**src/hw/rtl/bc1_pkg.sv**
```systemverilog
// bc1_pkg: shared types, constants and color helpers for the bc1 block decoder
// used by bc1_front, bc1_queue, bc1_back and bc1_block_decoder
`timescale 1ns / 1ps

package bc1_pkg;

   localparam logic [3:0] LAST_TEXEL_POS = 4'd15;
   localparam logic [10:0] THIRD_RECIP = 11'd683;   // 683 / 2048 ~ 1/3, exact for x <= 765

   typedef struct packed {
      logic [7:0] red;
      logic [7:0] green;
      logic [7:0] blue;
   } rgb_type;

   typedef struct packed {
      rgb_type [3:0] palette;
      logic [31:0]   selectors;
   } block_type;

   function automatic rgb_type expand565(input logic [15:0] c);
      rgb_type o;
      o.red   = {c[15:11], c[15:13]};
      o.green = {c[10:5], c[10:9]};
      o.blue  = {c[4:0], c[4:2]};
      return o;
   endfunction

   // (2h + l) / 3 via reciprocal multiply
   function automatic logic [7:0] third_chan(input logic [7:0] h, input logic [7:0] l);
      logic [9:0]  x;
      logic [20:0] prod;
      x    = {1'b0, h, 1'b0} + {2'b00, l};
      prod = {11'd0, x} * {10'd0, THIRD_RECIP};
      return prod[18:11];
   endfunction

   function automatic logic [7:0] half_chan(input logic [7:0] p, input logic [7:0] q);
      logic [8:0] s;
      s = {1'b0, p} + {1'b0, q};
      return s[8:1];
   endfunction

endpackage

```
**src/hw/rtl/bc1_front.sv**
```systemverilog
// bc1_front: accepts a compressed block, expands endpoints and builds the palette
// depends on bc1_pkg; feeds bc1_queue
`timescale 1ns / 1ps

module bc1_front import bc1_pkg::*; (
   input  logic        clock,
   input  logic        reset,
   input  logic        req_valid,
   output logic        req_ready,
   input  logic [15:0] req_endpoint_a,
   input  logic [15:0] req_endpoint_b,
   input  logic [31:0] req_selector_bits,
   output logic        blk_valid,
   input  logic        blk_ready,
   output block_type   blk_data
);

   logic      valid_ff, valid_in;
   block_type data_ff, data_in;
   rgb_type   col_a, col_b;

   assign req_ready = !valid_ff || blk_ready;

   always_comb begin
      col_a = expand565(req_endpoint_a);
      col_b = expand565(req_endpoint_b);
      data_in.selectors = req_selector_bits;
      data_in.palette[0] = col_a;
      data_in.palette[1] = col_b;
      if (req_endpoint_a > req_endpoint_b) begin
         data_in.palette[2].red   = third_chan(col_a.red, col_b.red);
         data_in.palette[2].green = third_chan(col_a.green, col_b.green);
         data_in.palette[2].blue  = third_chan(col_a.blue, col_b.blue);
         data_in.palette[3].red   = third_chan(col_b.red, col_a.red);
         data_in.palette[3].green = third_chan(col_b.green, col_a.green);
         data_in.palette[3].blue  = third_chan(col_b.blue, col_a.blue);
      end else begin
         data_in.palette[2].red   = half_chan(col_a.red, col_b.red);
         data_in.palette[2].green = half_chan(col_a.green, col_b.green);
         data_in.palette[2].blue  = half_chan(col_a.blue, col_b.blue);
         data_in.palette[3]       = '0;
      end
   end

   always_comb begin
      valid_in = valid_ff;
      if (req_ready) begin
         valid_in = req_valid;
      end
   end

   always_ff @(posedge clock) begin
      if (reset) begin
         valid_ff <= 1'b0;
      end else begin
         valid_ff <= valid_in;
      end
   end

   always_ff @(posedge clock) begin
      if (req_valid && req_ready) begin
         data_ff <= data_in;
      end
   end

   assign blk_valid = valid_ff;
   assign blk_data  = data_ff;

endmodule

```
**src/hw/rtl/bc1_queue.sv**
```systemverilog
// bc1_queue: short fifo of decoded palettes between front and back
// depends on bc1_pkg
`timescale 1ns / 1ps

module bc1_queue import bc1_pkg::*; #(
   parameter int DEPTH = 2
) (
   input  logic      clock,
   input  logic      reset,
   input  logic      push_valid,
   output logic      push_ready,
   input  block_type push_data,
   output logic      head_valid,
   input  logic      pop,
   output block_type head_data
);

   localparam int PTR_W = (DEPTH > 1) ? $clog2(DEPTH) : 1;
   localparam int CNT_W = $clog2(DEPTH + 1);
   localparam logic [CNT_W-1:0] FULL_COUNT = CNT_W'(DEPTH);
   localparam logic [PTR_W-1:0] LAST_PTR = PTR_W'(DEPTH - 1);

   block_type        entry_ff [DEPTH];
   logic [PTR_W-1:0] wr_ptr_ff, wr_ptr_in;
   logic [PTR_W-1:0] rd_ptr_ff, rd_ptr_in;
   logic [CNT_W-1:0] count_ff, count_in;
   logic             do_push, do_pop;

   assign push_ready = count_ff != FULL_COUNT;
   assign head_valid = count_ff != '0;
   assign head_data  = entry_ff[rd_ptr_ff];
   assign do_push    = push_valid && push_ready;
   assign do_pop     = pop && head_valid;

   always_comb begin
      wr_ptr_in = wr_ptr_ff;
      rd_ptr_in = rd_ptr_ff;
      count_in  = count_ff;
      if (do_push) begin
         wr_ptr_in = (wr_ptr_ff == LAST_PTR) ? '0 : wr_ptr_ff + 1'b1;
      end
      if (do_pop) begin
         rd_ptr_in = (rd_ptr_ff == LAST_PTR) ? '0 : rd_ptr_ff + 1'b1;
      end
      if (do_push && !do_pop) begin
         count_in = count_ff + 1'b1;
      end else if (do_pop && !do_push) begin
         count_in = count_ff - 1'b1;
      end
   end

   always_ff @(posedge clock) begin
      if (reset) begin
         wr_ptr_ff <= '0;
         rd_ptr_ff <= '0;
         count_ff  <= '0;
      end else begin
         wr_ptr_ff <= wr_ptr_in;
         rd_ptr_ff <= rd_ptr_in;
         count_ff  <= count_in;
      end
   end

   always_ff @(posedge clock) begin
      if (do_push) begin
         entry_ff[wr_ptr_ff] <= push_data;
      end
   end

   a_count_bound: assert property (@(posedge clock) disable iff (reset)
      count_ff <= FULL_COUNT)
      else $error("queue count above depth");

   a_pop_nonempty: assert property (@(posedge clock) disable iff (reset)
      pop |-> head_valid)
      else $error("pop from empty queue");

   a_count_track: assert property (@(posedge clock) disable iff (reset)
      (do_push && !do_pop) |=> count_ff == $past(count_ff) + 1'b1)
      else $error("queue count missed a push");

endmodule

```
**src/hw/rtl/bc1_back.sv**
```systemverilog
// bc1_back: walks the sixteen selectors of the head block, one texel per transfer
// depends on bc1_pkg; reads bc1_queue head
`timescale 1ns / 1ps

module bc1_back import bc1_pkg::*; (
   input  logic       clock,
   input  logic       reset,
   input  logic       head_valid,
   input  block_type  head_data,
   output logic       pop,
   output logic       rsp_valid,
   input  logic       rsp_ready,
   output logic [7:0] rsp_texel_red,
   output logic [7:0] rsp_texel_green,
   output logic [7:0] rsp_texel_blue,
   output logic [3:0] rsp_texel_position,
   output logic       rsp_last_texel
);

   logic       valid_ff, valid_in;
   logic [3:0] cnt_ff, cnt_in;
   logic       load;
   logic [1:0] sel;
   rgb_type    color_ff;
   logic [3:0] pos_ff;
   logic       last_ff;

   assign load = head_valid && (!valid_ff || rsp_ready);
   assign sel  = head_data.selectors[{cnt_ff, 1'b0} +: 2];
   assign pop  = load && (cnt_ff == LAST_TEXEL_POS);

   always_comb begin
      valid_in = valid_ff;
      cnt_in   = cnt_ff;
      if (load) begin
         valid_in = 1'b1;
         cnt_in   = cnt_ff + 1'b1;
      end else if (rsp_ready) begin
         valid_in = 1'b0;
      end
   end

   always_ff @(posedge clock) begin
      if (reset) begin
         valid_ff <= 1'b0;
         cnt_ff   <= '0;
      end else begin
         valid_ff <= valid_in;
         cnt_ff   <= cnt_in;
      end
   end

   always_ff @(posedge clock) begin
      if (load) begin
         color_ff <= head_data.palette[sel];
         pos_ff   <= cnt_ff;
         last_ff  <= cnt_ff == LAST_TEXEL_POS;
      end
   end

   assign rsp_valid          = valid_ff;
   assign rsp_texel_red      = color_ff.red;
   assign rsp_texel_green    = color_ff.green;
   assign rsp_texel_blue     = color_ff.blue;
   assign rsp_texel_position = pos_ff;
   assign rsp_last_texel     = last_ff;

   a_last_flag: assert property (@(posedge clock) disable iff (reset)
      rsp_valid |-> (rsp_last_texel == (rsp_texel_position == LAST_TEXEL_POS)))
      else $error("last flag does not match position");

   a_pos_order: assert property (@(posedge clock) disable iff (reset)
      load |=> rsp_texel_position == $past(cnt_ff))
      else $error("texel position out of order");

   a_wrap_pop: assert property (@(posedge clock) disable iff (reset)
      pop |=> cnt_ff == '0)
      else $error("texel counter did not wrap at block end");

endmodule

```
**src/hw/rtl/bc1_block_decoder.sv**
```systemverilog
// bc1_block_decoder: top level of the bc1 (dxt1) 4x4 block decoder
// depends on bc1_pkg, bc1_front, bc1_queue, bc1_back
//
//  channel  dir  handshake            payload
//  req      in   req_valid/req_ready  endpoint_a, endpoint_b, selector_bits
//  rsp      out  rsp_valid/rsp_ready  texel rgb, texel_position, last_texel
//
// one block yields sixteen texels, one per cycle from the output register
// while rsp_ready stays high and the queue holds a block
// the first texel passes the front stage, then the queue, then the output
// register; the front and the queue keep taking blocks while texels drain,
// holding up to QUEUE_DEPTH + 1 blocks in all
// reset clears all control state; a stall on rsp holds the current texel
`timescale 1ns / 1ps

module bc1_block_decoder import bc1_pkg::*; #(
   parameter int QUEUE_DEPTH = 2
) (
   input  logic        clock,
   input  logic        reset,
   input  logic        req_valid,
   output logic        req_ready,
   input  logic [15:0] req_endpoint_a,
   input  logic [15:0] req_endpoint_b,
   input  logic [31:0] req_selector_bits,
   output logic        rsp_valid,
   input  logic        rsp_ready,
   output logic [7:0]  rsp_texel_red,
   output logic [7:0]  rsp_texel_green,
   output logic [7:0]  rsp_texel_blue,
   output logic [3:0]  rsp_texel_position,
   output logic        rsp_last_texel
);

   logic      blk_valid, blk_ready;
   block_type blk_data;
   logic      head_valid, pop;
   block_type head_data;

   bc1_front u_front (
      .clock             (clock),
      .reset             (reset),
      .req_valid         (req_valid),
      .req_ready         (req_ready),
      .req_endpoint_a    (req_endpoint_a),
      .req_endpoint_b    (req_endpoint_b),
      .req_selector_bits (req_selector_bits),
      .blk_valid         (blk_valid),
      .blk_ready         (blk_ready),
      .blk_data          (blk_data)
   );

   bc1_queue #(
      .DEPTH (QUEUE_DEPTH)
   ) u_queue (
      .clock      (clock),
      .reset      (reset),
      .push_valid (blk_valid),
      .push_ready (blk_ready),
      .push_data  (blk_data),
      .head_valid (head_valid),
      .pop        (pop),
      .head_data  (head_data)
   );

   bc1_back u_back (
      .clock              (clock),
      .reset              (reset),
      .head_valid         (head_valid),
      .head_data          (head_data),
      .pop                (pop),
      .rsp_valid          (rsp_valid),
      .rsp_ready          (rsp_ready),
      .rsp_texel_red      (rsp_texel_red),
      .rsp_texel_green    (rsp_texel_green),
      .rsp_texel_blue     (rsp_texel_blue),
      .rsp_texel_position (rsp_texel_position),
      .rsp_last_texel     (rsp_last_texel)
   );

endmodule
```
**config.mk**
```make
export PLATFORM = sky130hd
export DESIGN_NAME = bc1_block_decoder
export DESIGN_NICKNAME = d
export VERILOG_FILES = /design/src/hw/rtl/bc1_pkg.sv /design/src/hw/rtl/bc1_front.sv /design/src/hw/rtl/bc1_queue.sv /design/src/hw/rtl/bc1_back.sv /design/src/hw/rtl/bc1_block_decoder.sv
export SDC_FILE = /design/constraint.sdc
export NUM_CORES = 1
export LEC_CHECK = 0
export ABC_AREA = 1
export BUFFER_PORTS_ARGS = -buffer_cell sky130_fd_sc_hd__buf_2
export CORE_MARGIN = 5
export CORE_UTILIZATION = 40
export CTS_CLUSTER_SIZE = 30
export DETAILED_ROUTE_END_ITERATION = 8
export SETUP_SLACK_MARGIN = 0.02
export SLEW_MARGIN = 20
export SYNTH_ARGS = -nofsm -noshare
export SYNTH_HDL_FRONTEND = slang
export SYNTH_SLANG_ARGS = --single-unit
```
**constraint.sdc**
```tcl
create_clock -name clock -period 6.3 [get_ports clock]
set_input_delay 0.63 -clock clock [delete_from_list [all_inputs] [get_ports clock]]
set_output_delay 0.63 -clock clock [all_outputs]
set_load 0.005 [all_outputs]
```
==> results.py <==
metrics = {
    "run_status": {
        "status": "finished clean",
    },
    "timing": {
        "rsz0062_at_grt": "false",
        "slew_violations": 0,
        "fmax_mhz": 188,
        "post-route-period-util_pct": 84.6,
        "fin_worst_skew_ns": 0.0175,
        "setup_viol": 0,
        "hold_viol": 0,
        "fin_tns_setup_ns": 0,
        "fin_ws_ns": 0.971,
        "finalCriticalPeriod_ns": 5.33,
        "tightestPinTransition_ns": 1.06,
        "slew_headroom_pct": 29.2,
    },
    "die": {
        "coreArea_mm2": 0.0699,
        "start_util_pct": 40.2,
        "ios": 99,
        "num_rows": 97,
        "die_height_um": 275,
        "dieWidth_um": 275,
        "die-area_mm2": 0.0757,
    },
    "yosys": {
        "yosysSeqAreaShare_pct": 39.8,
        "synth_seq_cells": 376,
        "synth.net_count": 3453,
        "synth-edff-count": 365,
        "syn_avg_cell_area_um2": 9.90,
        "synthCells": 2840,
        "synthArstFlopShare_pct": 0,
        "ys.flop_type": "edfxtp_1",
        "yosys_warnings": 0,
        "syn_area_mm2": 0.0281,
        "ys_types": 41,
    },
    "clock_tree": {
        "cts_max_level": 2,
        "cts_tree": "built",
        "clk_pin_slew_ns": 0.06,
        "ctsHoldBuffers": 0,
        "cts_buffer_depth": 3,
        "root_buffer": "clkbuf_16",
        "clk_latency_ns": 0.52,
        "numCtsBuffers": 38,
        "cts_setup_buffers": 0,
        "post_cts_resized": 0,
        "cts_sinks": 376,
    },
    "drt": {
        "vias": 19300,
        "ant_nets": 0,
        "first_pass_iters": 5,
        "drc": 0,
        "routed_wl_um": 61700,
        "drt_iter0_markers": 1260,
        "wire_per_inst_um": 15.7,
        "vias_per_cell": 4.91,
    },
    "setup_path": {
        "crit_chain": "buf_2, ha_1, inv_1, fa_1, o21ai_0, nand3_1, nand2_1, xor2_1, ha_1, ha_1, inv_1, fa_1, inv_1, fa_1, fa_1, ha_1, nand2_1, nor2_1, nand2_1, nand3_1, a21oi_1, or2_2, a21oi_1",
        "worstPathRequired_ns": 6.66,
        "startpoint_type": "primary input",
        "end_kind": "flop",
        "critPathTopFamily": "adder cells",
        "worst_ep_arrival_time_ns": 5.69,
        "critical-path-max-stage-delay_ns": 0.53,
        "crit_path_top_delay_cell": "fa_1",
        "cp_max_fo": 9,
        "worstSetupPathType": "primary input to flop",
        "crit_buf_inv": 4,
    },
    "placed_design": {
        "numPortBuffers": 98,
        "placed_area_mm2": 0.0298,
        "hpwl_um": 47800,
        "place.gp.congestion": 0.865,
        "pre_cts_slack_ns": 0.427,
    },
    "run": {
        "drv_cap": 0,
    },
    "finish": {
        "drive_above_1_share_pct": 6.95,
        "n_antenna_cell": 0,
        "stdcell_area_mm2": 0.0311,
        "fin_nets": 3579,
        "final_util_pct": 44.4,
        "area_delta_synth_final_pct": 10.5,
        "layout_commonest_cell": "nand2_1",
        "layout_common_cells": "557 x nand2_1, 443 x inv_1, 413 x ha_1",
    },
    "hold_path": {
        "hp-class": "primary input to flop",
    },
    "grt": {
        "grt_max_degree": 86,
        "grt_pass1_vias": 19300,
        "grt.total_usage_pct": 16.2,
        "antenna_found_initial": 0,
        "grt.overflow.total": 0,
        "grt_pass1_wl_um": 101000,
    },
}
[state kept, by name (all words and copies together), names as in the netlist, named ones only]
register and cells:
u_back.cnt_ff 4, u_back.rsp_last_texel 1, u_back.rsp_texel_blue 8, u_back.rsp_texel_green 8
u_back.rsp_texel_position 4, u_back.rsp_texel_red 8, u_back.rsp_valid 1, u_front.blk_data 112
u_front.blk_valid 1, u_queue.count_ff 2, u_queue.entry_ff 224, u_queue.rd_ptr_ff 1
u_queue.wr_ptr_ff 1
[through the flow]
stage | hold WS [ns] | cells
floorplan | 0.406 | 2840
global placement | 0.423 | 3866
detailed placement | 0.431 | 3866
CTS | 0.258 | 3933
global route | 0.261 | 3933
finish | 0.282 | 3933
[area by class of cell]
cell class / instances / area [µm²]
repair buffers: 130 / 743
clock buffers: 47 / 1010
clock inverters: 20 / 238
flip-flops and latches: 376 / 11200
well taps: 940 / 1180
inverters: 448 / 1680
multi-input cells: 1972 / 15000
fillers: 6713 / 38900
[worst paths after layout]
path	endpoint	slack, ns	cells after the start	start
hold / removal	u_front.blk_data[16]	0.28	1	req_selector_bits[16]
setup reg to reg	u_back.rsp_texel_red[1]	2.62	13	flop
hold reg to reg	u_queue.entry_ff[0][23]	0.44	0	u_front.blk_data[23]
setup / recovery	u_front.blk_data[106]	0.97	23	req_endpoint_b[2]
[kinds of logic (layout without fill, tap and decap cells)]
| family | after synthesis | in the layout | share of synthesized area, % |
|---|---|---|---|
| AND/OR/NAND/NOR | 985 | 985 | 14.8 |
| adder cells (fa/ha/maj) | 545 | 545 | 27.8 |
| buffers and inverters | 492 | 645 | 6.91 |
| flip-flops | 376 | 376 | 39.8 |
| AO/OA/AOI/OAI | 292 | 292 | 5.68 |
| multiplexers | 80 | 80 | 2.85 |
| XOR/XNOR | 70 | 70 | 2.18 |
[synth_stat cells, drive strengths merged (6+ instances only)]
library cell / count / area (µm²)
dfxtp: 11 / 220
o21bai: 17 / 128
clkbuf: 11 / 41.3
buf: 33 / 219
nor4: 8 / 50.1
nand2: 559 / 2100
nand2b: 6 / 37.5
edfxtp: 365 / 11000
a21oi: 154 / 771
nand4: 6 / 37.5
xor2: 48 / 420
ha: 413 / 5170
xnor2: 22 / 193
nor2: 117 / 439
mux2i: 80 / 801
a21o: 11 / 82.6
or2: 12 / 75.1
o21ai: 87 / 447
nand3: 239 / 1200
nor3: 22 / 110
inv: 447 / 1680
fa: 132 / 2640
nand3b: 11 / 82.6
[metal layers]
layer / global-route usage, % / wire length [µm]
met1: 24.1 / 30600
met5: 0 / 0
met3: 1.57 / 2650
met4: 2.80 / 935
met2: 26.3 / 27500
Power is left out: the tool's default activity adds up to more than one toggle a clock period on the data nets, which glitch-free logic cannot reach.
